--- config.mk ---
export PLATFORM = sky130hd
export DESIGN_NAME = color_ramp_gradient_sampler_core
export DESIGN_NICKNAME = d
export VERILOG_FILES = /design/src/hdl/crgs_pkg.sv /design/src/hdl/color_ramp_gradient_sampler_core.sv /design/src/hdl/crgs_divider.sv /design/src/hdl/crgs_multiplier.sv
export SDC_FILE = /design/constraint.sdc
export NUM_CORES = 1
export LEC_CHECK = 0
export ABC_AREA = 0
export BUFFER_PORTS_ARGS = -buffer_cell sky130_fd_sc_hd__buf_2
export CAP_MARGIN = 5
export CORE_ASPECT_RATIO = 1.5
export CORE_MARGIN = 1.5
export CORE_UTILIZATION = 43
export CTS_CLUSTER_SIZE = 16
export DETAILED_ROUTE_END_ITERATION = 8
export PLACE_DENSITY = 0.64
export SLEW_MARGIN = 10
export SYNTH_ARGS = -nofsm -noshare
export SYNTH_HDL_FRONTEND = slang
export SYNTH_SLANG_ARGS = --single-unit
--- constraint.sdc ---
create_clock -name clk -period 11.2 [get_ports clk]
set_input_delay 1.12 -clock clk [delete_from_list [all_inputs] [get_ports clk]]
set_output_delay 1.12 -clock clk [all_outputs]
set_load 0.03 [all_outputs]
--- src/hdl/crgs_pkg.sv ---
// Package for the color ramp sampler: payload types, constants and states.
// No dependencies.
`timescale 1ns / 1ps
package crgs_pkg;
  localparam int MaxStops = 8;
  localparam logic [16:0] WidthReset = 17'd256;
  localparam logic CmdInsert = 1'b0;
  localparam logic CmdSample = 1'b1;
  localparam logic [1:0] StColor = 2'd0;
  localparam logic [1:0] StEmpty = 2'd1;
  localparam logic [1:0] StInserted = 2'd2;
  localparam logic [1:0] StFull = 2'd3;

  typedef struct packed {
    logic command;
    logic [15:0] position;
    logic [7:0] in_red;
    logic [7:0] in_green;
    logic [7:0] in_blue;
    logic [7:0] in_alpha;
    logic [15:0] texel_index;
  } in_word_t;

  typedef struct packed {
    logic [1:0] status;
    logic [7:0] out_red;
    logic [7:0] out_green;
    logic [7:0] out_blue;
    logic [7:0] out_alpha;
    logic [3:0] stop_total;
  } out_word_t;

  typedef struct packed {
    logic start;
    logic [32:0] dividend;
    logic [16:0] divisor;
  } div_req_t;

  typedef enum logic [3:0] {
    S_IDLE, S_SHIFT, S_PDIV, S_SEARCH, S_LOAD, S_CHAN, S_CDIV, S_DONE
  } state_t;
endpackage

--- src/hdl/color_ramp_gradient_sampler_core.sv ---
// Top level of the color ramp sampler: stop table, sequencer, output register.
// Depends on crgs_pkg, crgs_multiplier and crgs_divider.
`timescale 1ns / 1ps
// An insert into a table that is not full moves each larger stop up one slot and
// then writes the new stop, and a sample of an empty ramp goes straight to the result.
// Any other sample first works out the position: a 16-step serial multiply and then
// a 33-step serial divide. The stop search then examines one stop per cycle, and an
// interpolated sample runs a multiply and a divide for each of the four channels.
// One word is worked on at a time, and the next word is accepted no earlier than the
// cycle after the result has been taken.
module color_ramp_gradient_sampler_core #(
  parameter int MAX_STOPS = crgs_pkg::MaxStops
) (
  input  logic                 clk,
  input  logic                 rst,
  input  logic                 in_valid,
  output logic                 in_stall,
  input  crgs_pkg::in_word_t   in_data,
  output logic                 out_valid,
  input  logic                 out_stall,
  output crgs_pkg::out_word_t  out_data,
  input  logic                 cfg_valid,
  output logic                 cfg_ready,
  input  logic [16:0]          cfg_data
);
  localparam int IW = $clog2(MAX_STOPS);
  localparam int CW = $clog2(MAX_STOPS + 1);

  logic [15:0] pos_mem [MAX_STOPS];
  logic [31:0] col_mem [MAX_STOPS];
  logic [CW-1:0] count;
  logic [16:0] width;
  crgs_pkg::state_t state, state_next;
  crgs_pkg::in_word_t item;
  logic [CW-1:0] slot;
  logic [15:0] pos;
  logic [31:0] ca, cb, color;
  logic [15:0] p0, p1;
  logic [1:0] ch;
  logic [8:0] diff;
  logic neg;
  logic mstart, mbusy, dbusy, mwait;
  logic [32:0] prod, quo;
  crgs_pkg::div_req_t dreq;
  logic [16:0] wm1;
  logic [15:0] idx;
  logic [7:0] c0, c1, cres;
  logic [16:0] num;
  logic go;

  assign cfg_ready = 1'b1;
  assign in_stall = (state != crgs_pkg::S_IDLE) || out_valid;
  assign go = in_valid && !in_stall;
  assign wm1 = ((width < 17'd2) ? 17'd2 : width) - 17'd1;
  assign idx = ({1'b0, item.texel_index} > wm1) ? wm1[15:0] : item.texel_index;
  assign c0 = ca[8*ch +: 8];
  assign c1 = cb[8*ch +: 8];
  assign diff = (c1 >= c0) ? {1'b0, c1 - c0} : {1'b0, c0 - c1};
  assign neg = c1 < c0;
  assign num = {1'b0, pos - p0};
  assign cres = neg ? c0 - quo[7:0] : c0 + quo[7:0];

  crgs_multiplier u_mul (
    .clk(clk), .rst(rst), .start(mstart),
    .a(state == crgs_pkg::S_SHIFT ? {1'b0, idx} : {8'd0, diff}),
    .b(state == crgs_pkg::S_SHIFT ? 16'hFFFF : num[15:0]),
    .busy(mbusy), .product(prod)
  );
  crgs_divider u_div (.clk(clk), .rst(rst), .req(dreq), .busy(dbusy), .quotient(quo));

  always_comb begin
    state_next = state;
    unique case (state)
      crgs_pkg::S_IDLE: begin
        if (go) begin
          state_next = crgs_pkg::S_SHIFT;
        end
      end
      crgs_pkg::S_SHIFT: begin
        if (item.command == crgs_pkg::CmdSample) begin
          state_next = (count == '0) ? crgs_pkg::S_DONE : crgs_pkg::S_PDIV;
        end else if (count == CW'(MAX_STOPS) || slot == '0 ||
                     pos_mem[IW'(slot - 1'b1)] <= item.position) begin
          state_next = crgs_pkg::S_DONE;
        end
      end
      crgs_pkg::S_PDIV: begin
        if (!mwait && !dbusy && !dreq.start) begin
          state_next = crgs_pkg::S_SEARCH;
        end
      end
      crgs_pkg::S_SEARCH: begin
        if (slot == count || pos_mem[IW'(slot)] >= pos) begin
          state_next = (slot == count || slot == '0) ? crgs_pkg::S_DONE : crgs_pkg::S_LOAD;
        end
      end
      crgs_pkg::S_LOAD: state_next = crgs_pkg::S_CHAN;
      crgs_pkg::S_CHAN: begin
        if (!mwait && !dbusy && !dreq.start) begin
          state_next = (ch == 2'd3) ? crgs_pkg::S_DONE : crgs_pkg::S_LOAD;
        end
      end
      crgs_pkg::S_DONE: state_next = crgs_pkg::S_IDLE;
      default: state_next = crgs_pkg::S_IDLE;
    endcase
  end

  always_comb begin
    mstart = 1'b0;
    unique case (state)
      crgs_pkg::S_SHIFT: mstart = (item.command == crgs_pkg::CmdSample) && (count != '0);
      crgs_pkg::S_LOAD: mstart = 1'b1;
      default: mstart = 1'b0;
    endcase
  end

  always_ff @(posedge clk) begin
    if (rst) begin
      state <= crgs_pkg::S_IDLE;
      count <= '0;
      width <= crgs_pkg::WidthReset;
      out_valid <= 1'b0;
      mwait <= 1'b0;
      dreq.start <= 1'b0;
    end else begin
      state <= state_next;
      if (cfg_valid && cfg_ready) begin
        width <= cfg_data;
      end
      if (out_valid && !out_stall) begin
        out_valid <= 1'b0;
      end
      if (mstart) begin
        mwait <= 1'b1;
      end else if (mwait && !mbusy) begin
        mwait <= 1'b0;
      end
      dreq.start <= mwait && !mbusy && !mstart;
      unique case (state)
        crgs_pkg::S_IDLE: begin
          item <= in_data;
          slot <= count;
          color <= '0;
          ch <= 2'd0;
        end
        crgs_pkg::S_SHIFT: begin
          if (item.command == crgs_pkg::CmdSample) begin
            dreq.dividend <= '0;
            dreq.divisor <= wm1;
          end else if (count != CW'(MAX_STOPS)) begin
            if (slot != '0 && pos_mem[IW'(slot - 1'b1)] > item.position) begin
              pos_mem[IW'(slot)] <= pos_mem[IW'(slot - 1'b1)];
              col_mem[IW'(slot)] <= col_mem[IW'(slot - 1'b1)];
              slot <= slot - 1'b1;
            end else begin
              pos_mem[IW'(slot)] <= item.position;
              col_mem[IW'(slot)] <= {item.in_red, item.in_green, item.in_blue, item.in_alpha};
              count <= count + 1'b1;
            end
          end
        end
        crgs_pkg::S_PDIV: begin
          slot <= '0;
          if (mwait && !mbusy) begin
            dreq.dividend <= prod;
          end
          if (state_next == crgs_pkg::S_SEARCH) begin
            pos <= quo[15:0];
          end
        end
        crgs_pkg::S_SEARCH: begin
          if (slot == count) begin
            color <= col_mem[IW'(count - 1'b1)];
          end else if (pos_mem[IW'(slot)] >= pos) begin
            color <= col_mem[IW'(slot)];
            p1 <= pos_mem[IW'(slot)];
            cb <= col_mem[IW'(slot)];
            if (slot != '0) begin
              p0 <= pos_mem[IW'(slot - 1'b1)];
              ca <= col_mem[IW'(slot - 1'b1)];
            end
          end else begin
            slot <= slot + 1'b1;
          end
        end
        crgs_pkg::S_LOAD: begin
          dreq.divisor <= {1'b0, p1 - p0};
        end
        crgs_pkg::S_CHAN: begin
          if (mwait && !mbusy) begin
            dreq.dividend <= prod;
          end
          if (!mwait && !dbusy && !dreq.start) begin
            color[8*ch +: 8] <= cres;
            ch <= ch + 2'd1;
          end
        end
        crgs_pkg::S_DONE: begin
          out_valid <= 1'b1;
          out_data.stop_total <= 4'(count);
          out_data.out_red <= color[31:24];
          out_data.out_green <= color[23:16];
          out_data.out_blue <= color[15:8];
          out_data.out_alpha <= color[7:0];
          if (item.command == crgs_pkg::CmdInsert) begin
            out_data.status <= (slot == CW'(MAX_STOPS)) ? crgs_pkg::StFull
                                                         : crgs_pkg::StInserted;
          end else if (count == '0) begin
            out_data.status <= crgs_pkg::StEmpty;
          end else begin
            out_data.status <= crgs_pkg::StColor;
          end
        end
        default: ;
      endcase
    end
  end
endmodule

--- src/hdl/crgs_divider.sv ---
// Bit-serial restoring divider, one quotient bit per cycle.
// Depends on crgs_pkg.
`timescale 1ns / 1ps
module crgs_divider (
  input  logic              clk,
  input  logic              rst,
  input  crgs_pkg::div_req_t req,
  output logic              busy,
  output logic [32:0]       quotient
);
  logic [16:0] rem;
  logic [32:0] quo;
  logic [16:0] dsr;
  logic [5:0] cnt;
  logic [17:0] trial;

  assign trial = {rem, quo[32]} - {1'b0, dsr};
  assign quotient = quo;

  always_ff @(posedge clk) begin
    if (rst) begin
      busy <= 1'b0;
      cnt <= '0;
    end else if (req.start) begin
      busy <= 1'b1;
      cnt <= 6'd33;
      rem <= '0;
      quo <= req.dividend;
      dsr <= req.divisor;
    end else if (busy) begin
      if (!trial[17]) begin
        rem <= trial[16:0];
      end else begin
        rem <= {rem[15:0], quo[32]};
      end
      quo <= {quo[31:0], ~trial[17]};
      cnt <= cnt - 6'd1;
      if (cnt == 6'd1) begin
        busy <= 1'b0;
      end
    end
  end
endmodule

--- src/hdl/crgs_multiplier.sv ---
// Bit-serial shift-and-add multiplier, one multiplier bit per cycle.
// No dependencies.
`timescale 1ns / 1ps
module crgs_multiplier (
  input  logic        clk,
  input  logic        rst,
  input  logic        start,
  input  logic [16:0] a,
  input  logic [15:0] b,
  output logic        busy,
  output logic [32:0] product
);
  logic [15:0] mb;
  logic [32:0] ma;
  logic [4:0] cnt;

  always_ff @(posedge clk) begin
    if (rst) begin
      busy <= 1'b0;
      cnt <= '0;
    end else if (start) begin
      busy <= 1'b1;
      cnt <= 5'd16;
      product <= '0;
      ma <= {16'd0, a};
      mb <= b;
    end else if (busy) begin
      if (mb[0]) begin
        product <= product + ma;
      end
      ma <= {ma[31:0], 1'b0};
      mb <= {1'b0, mb[15:1]};
      cnt <= cnt - 5'd1;
      if (cnt == 5'd1) begin
        busy <= 1'b0;
      end
    end
  end
endmodule

==> metrics.txt <==
CP startpoint kind=register; most frequent cells in the layout=edfxtp_1 (836), mux4_2 (272), nor2_1 (216); simple logic cell fraction of the synthesized area=6.16%; layout cells sized above 1=24.5%; Hold Crit Start=dreq[8]; FF+latch count, synth=880; ANT cells=0; nets=3,416; post-CTS resize count=0; Bufs and invs on worst path=4; hold_buf cts=0; R2R setup slack=3.97 ns; cell repeated most along the worst path=a21oi_1; r2r startpoint=slot[0]; Worst path max stage delay=0.94 ns; setup tns final=0 ns; Hold Crit Depth=0; Synth Flop Type=edfxtp_1; Hold Fails Final Rpt=0; Pre-antenna DRT Iters=5; Slew Limit Headroom=16.5%; wirelength, routed=117 mm; final cell area excluding filler cells=0.0503 sq mm; RSZ-0062 raised after global routing=false; vias per cell=5.86; row count=145; Post-synth EDFFs=836; commonest non-fill, non-tap cell in the layout=edfxtp_1; Initial Utilization=43.3%; DIE HEIGHT=399 um; Adder-Cell Fraction of Synth Area=4.84%; minimum clock period after layout=7.23 ns; Root Driver=clkbuf_16; wire per inst=25.3 um; Max Fanout on Critical Path=104; Synth Area in XOR/XNOR=2.26%; Post-CTS Setup Bufs=0; Critical R2R Capture=pos_mem[1][1]; compound-gate portion of the synthesized area=6.98%; Max Fclk=138 MHz; CP Capture Type=register; crit path kind=reg2reg; status=complete, no violations; IO Port Bufs=126; num ports=128; Max clock buf depth=3; Final Cycle Share=64.5%; final antenna-violating net count=0; Peak VDD IR=146 uV; 1st-iter DRT viols=2,072; Syn Nets=3,308; cells on worst reg2reg path=16; post-synthesis async set-or-reset flop share=0%; worst slew pin tran=1.24 ns; Mapped Area=0.0450 sq mm; first-pass GRT wire length=174 mm; YS warnings=0; sequential area share after synthesis=57.7%; combinational family with the most area after synthesis=multiplexers; Die Area=0.107 sq mm; worst skew pair latency=0.71 ns; Cells after Synth=3,051; worst path cell trace=buf_12 > inv_1 > ha_4 > buf_4 > mux4_2 > mux2_2 > ha_1 > o21a_1 > o21ai_0 > a21oi_1 > a311o_1 > a21oi_1 > and2_4 > buf_4 > nor2_1 > a21oi_1; GRT Resource Usage Total=22.2%; Final HPWL DP=78.0 mm; WP data required=11.61 ns; number of library cell types mapped by synthesis=71; remaining global-route overflow=0; slowest CP cell=ha_4; CP delay by family, top=buffers and inverters; antenna violations before repair=3; Clock Skews=0.0537 ns; largest net degree at the start of global routing=105; post-synthesis mux area share=19.4%; Die Wd=267 um; # Max-Cap Violations=0; Area growth syn-to-layout=11.7%; P per Cell Area=141 mW/mm^2; Remaining DRCs=0; final setup fails=0; routability cong.=0.873; CTS Buf Count=86; via count=27,100; vias in the first global route=27,500; synthesized area per cell=14.7 sq um; crit path DAT=7.64 ns; DP Area=0.0474 sq mm; P_leak=17.5 nW; Max Slew Vio Count=0; H-tree depth=3; HP Class=reg2reg; Worst Hold End=u_div.dsr[8]; core region area=0.104 sq mm; clk sink count=880; clock-pin slew on the worst setup and hold paths=0.06 ns; CTS tree=done
==> registers in the layout, indices dropped and copies added, names as in the netlist, 17 cells and up, named ones only <==
| signal | flops |
|---|---|
| pos_mem | 128 |
| u_mul.ma | 33 |
| col_mem | 256 |
| color | 32 |
| u_div.rem | 17 |
| dreq | 51 |
| ca | 32 |
| u_div.quotient | 33 |
| u_div.dsr | 17 |
| item | 65 |
| out_data | 38 |
| width | 17 |
| u_mul.product | 33 |
| cb | 32 |
==> worst max path at each step <==
| stage | start | endpoint | depth (start not counted) |
|---|---|---|---|
| after CTS | slot[0] | pos_mem[1][1] | 16 |
| after global placement | slot[0] | pos_mem[1][1] | 16 |
| after global routing | slot[0] | pos_mem[2][1] | 16 |
| after floorplan | register | ca[0] | 16 |
| after detailed placement | slot[0] | pos_mem[2][1] | 16 |
| final | slot[0] | pos_mem[1][1] | 16 |
==> synth_stat cells, drive strengths merged, types with 55 or more instances <==
cell    instances  area share (%)
mux2          162             4.1
clkbuf        112            0.93
xnor2          70             1.4
inv           149             1.2
ha            163             4.5
nand2          80            0.67
mux4          272              14
edfxtp        836              56
nor3           55            0.61
nor2          225             1.9
mux2i          77             1.7
o21ai          86            0.96
a21oi         155             1.7
==> where the power goes <==
part           internal, W  switching (W)  leakage, nW  total (W)
Clock              0.00163        0.00129         1.37    0.00293
Sequential         0.00364      0.0000283         7.94    0.00366
Combinational     0.000202       0.000273         8.20   0.000475
==> metrics by stage <==
| step | hold slack, ns | instances | utilization (%) | power (W) | setup WS (ns) |
|---|---|---|---|---|---|
| 3_5_place_dp | 0.412 | 4467 | 45.6 | 0.00421 | 3.94 |
| 6_report | 0.424 | 4622 | 48.3 | 0.00706 | 3.97 |
| 4_1_cts | 0.424 | 4622 | 48.3 | 0.00713 | 3.89 |
| 5_1_grt | 0.430 | 4622 | 48.3 | 0.00727 | 3.52 |
| 2_1_floorplan | 0.400 | 3051 | - | 0.00406 | 1.96 |
| 3_3_place_gp | 0.403 | 4467 | 45.6 | 0.00421 | 3.94 |
==> routing by layer <==
metal	wire length (um)	global-route usage (%)
met3	6170	2.97
met1	43600	26.0
met4	5960	11.4
met2	61200	39.5
met5	27	0
==> cell type report <==
cell class | count | area [sq um]
Clock inverter | 44 | 510
Tap cell | 1396 | 1750
Sequential cell | 880 | 26000
Inverter | 149 | 559
Clock buffer | 111 | 2340
Multi-Input combinational cell | 1863 | 18100
Timing Repair Buffer | 179 | 1040
Fill cell | 8834 | 53700
==> cell families after synthesis <==
group | Yosys count
DFF | 880
xor gates and xnor gates | 116
muxes | 511
AOI/OAI and AO/OA | 494
adders and majority gates | 170
and+or+nand+nor | 570
other | 2
buffers and inverters | 308
==> worst register-to-register path: stages, from the launching register on <==
cell and delay (ns):
edfxtp_1 0.38, buf_12 0.60, inv_1 0.30, ha_4 0.94
buf_4 0.70, mux4_2 0.40, mux2_2 0.31, ha_1 0.30
o21a_1 0.10, o21ai_0 0.17, a21oi_1 0.16, a311o_1 0.46
a21oi_1 0.42, and2_4 0.52, buf_4 0.61, nor2_1 0.09
a21oi_1 0.46
(Power assumes the default switching activity.)
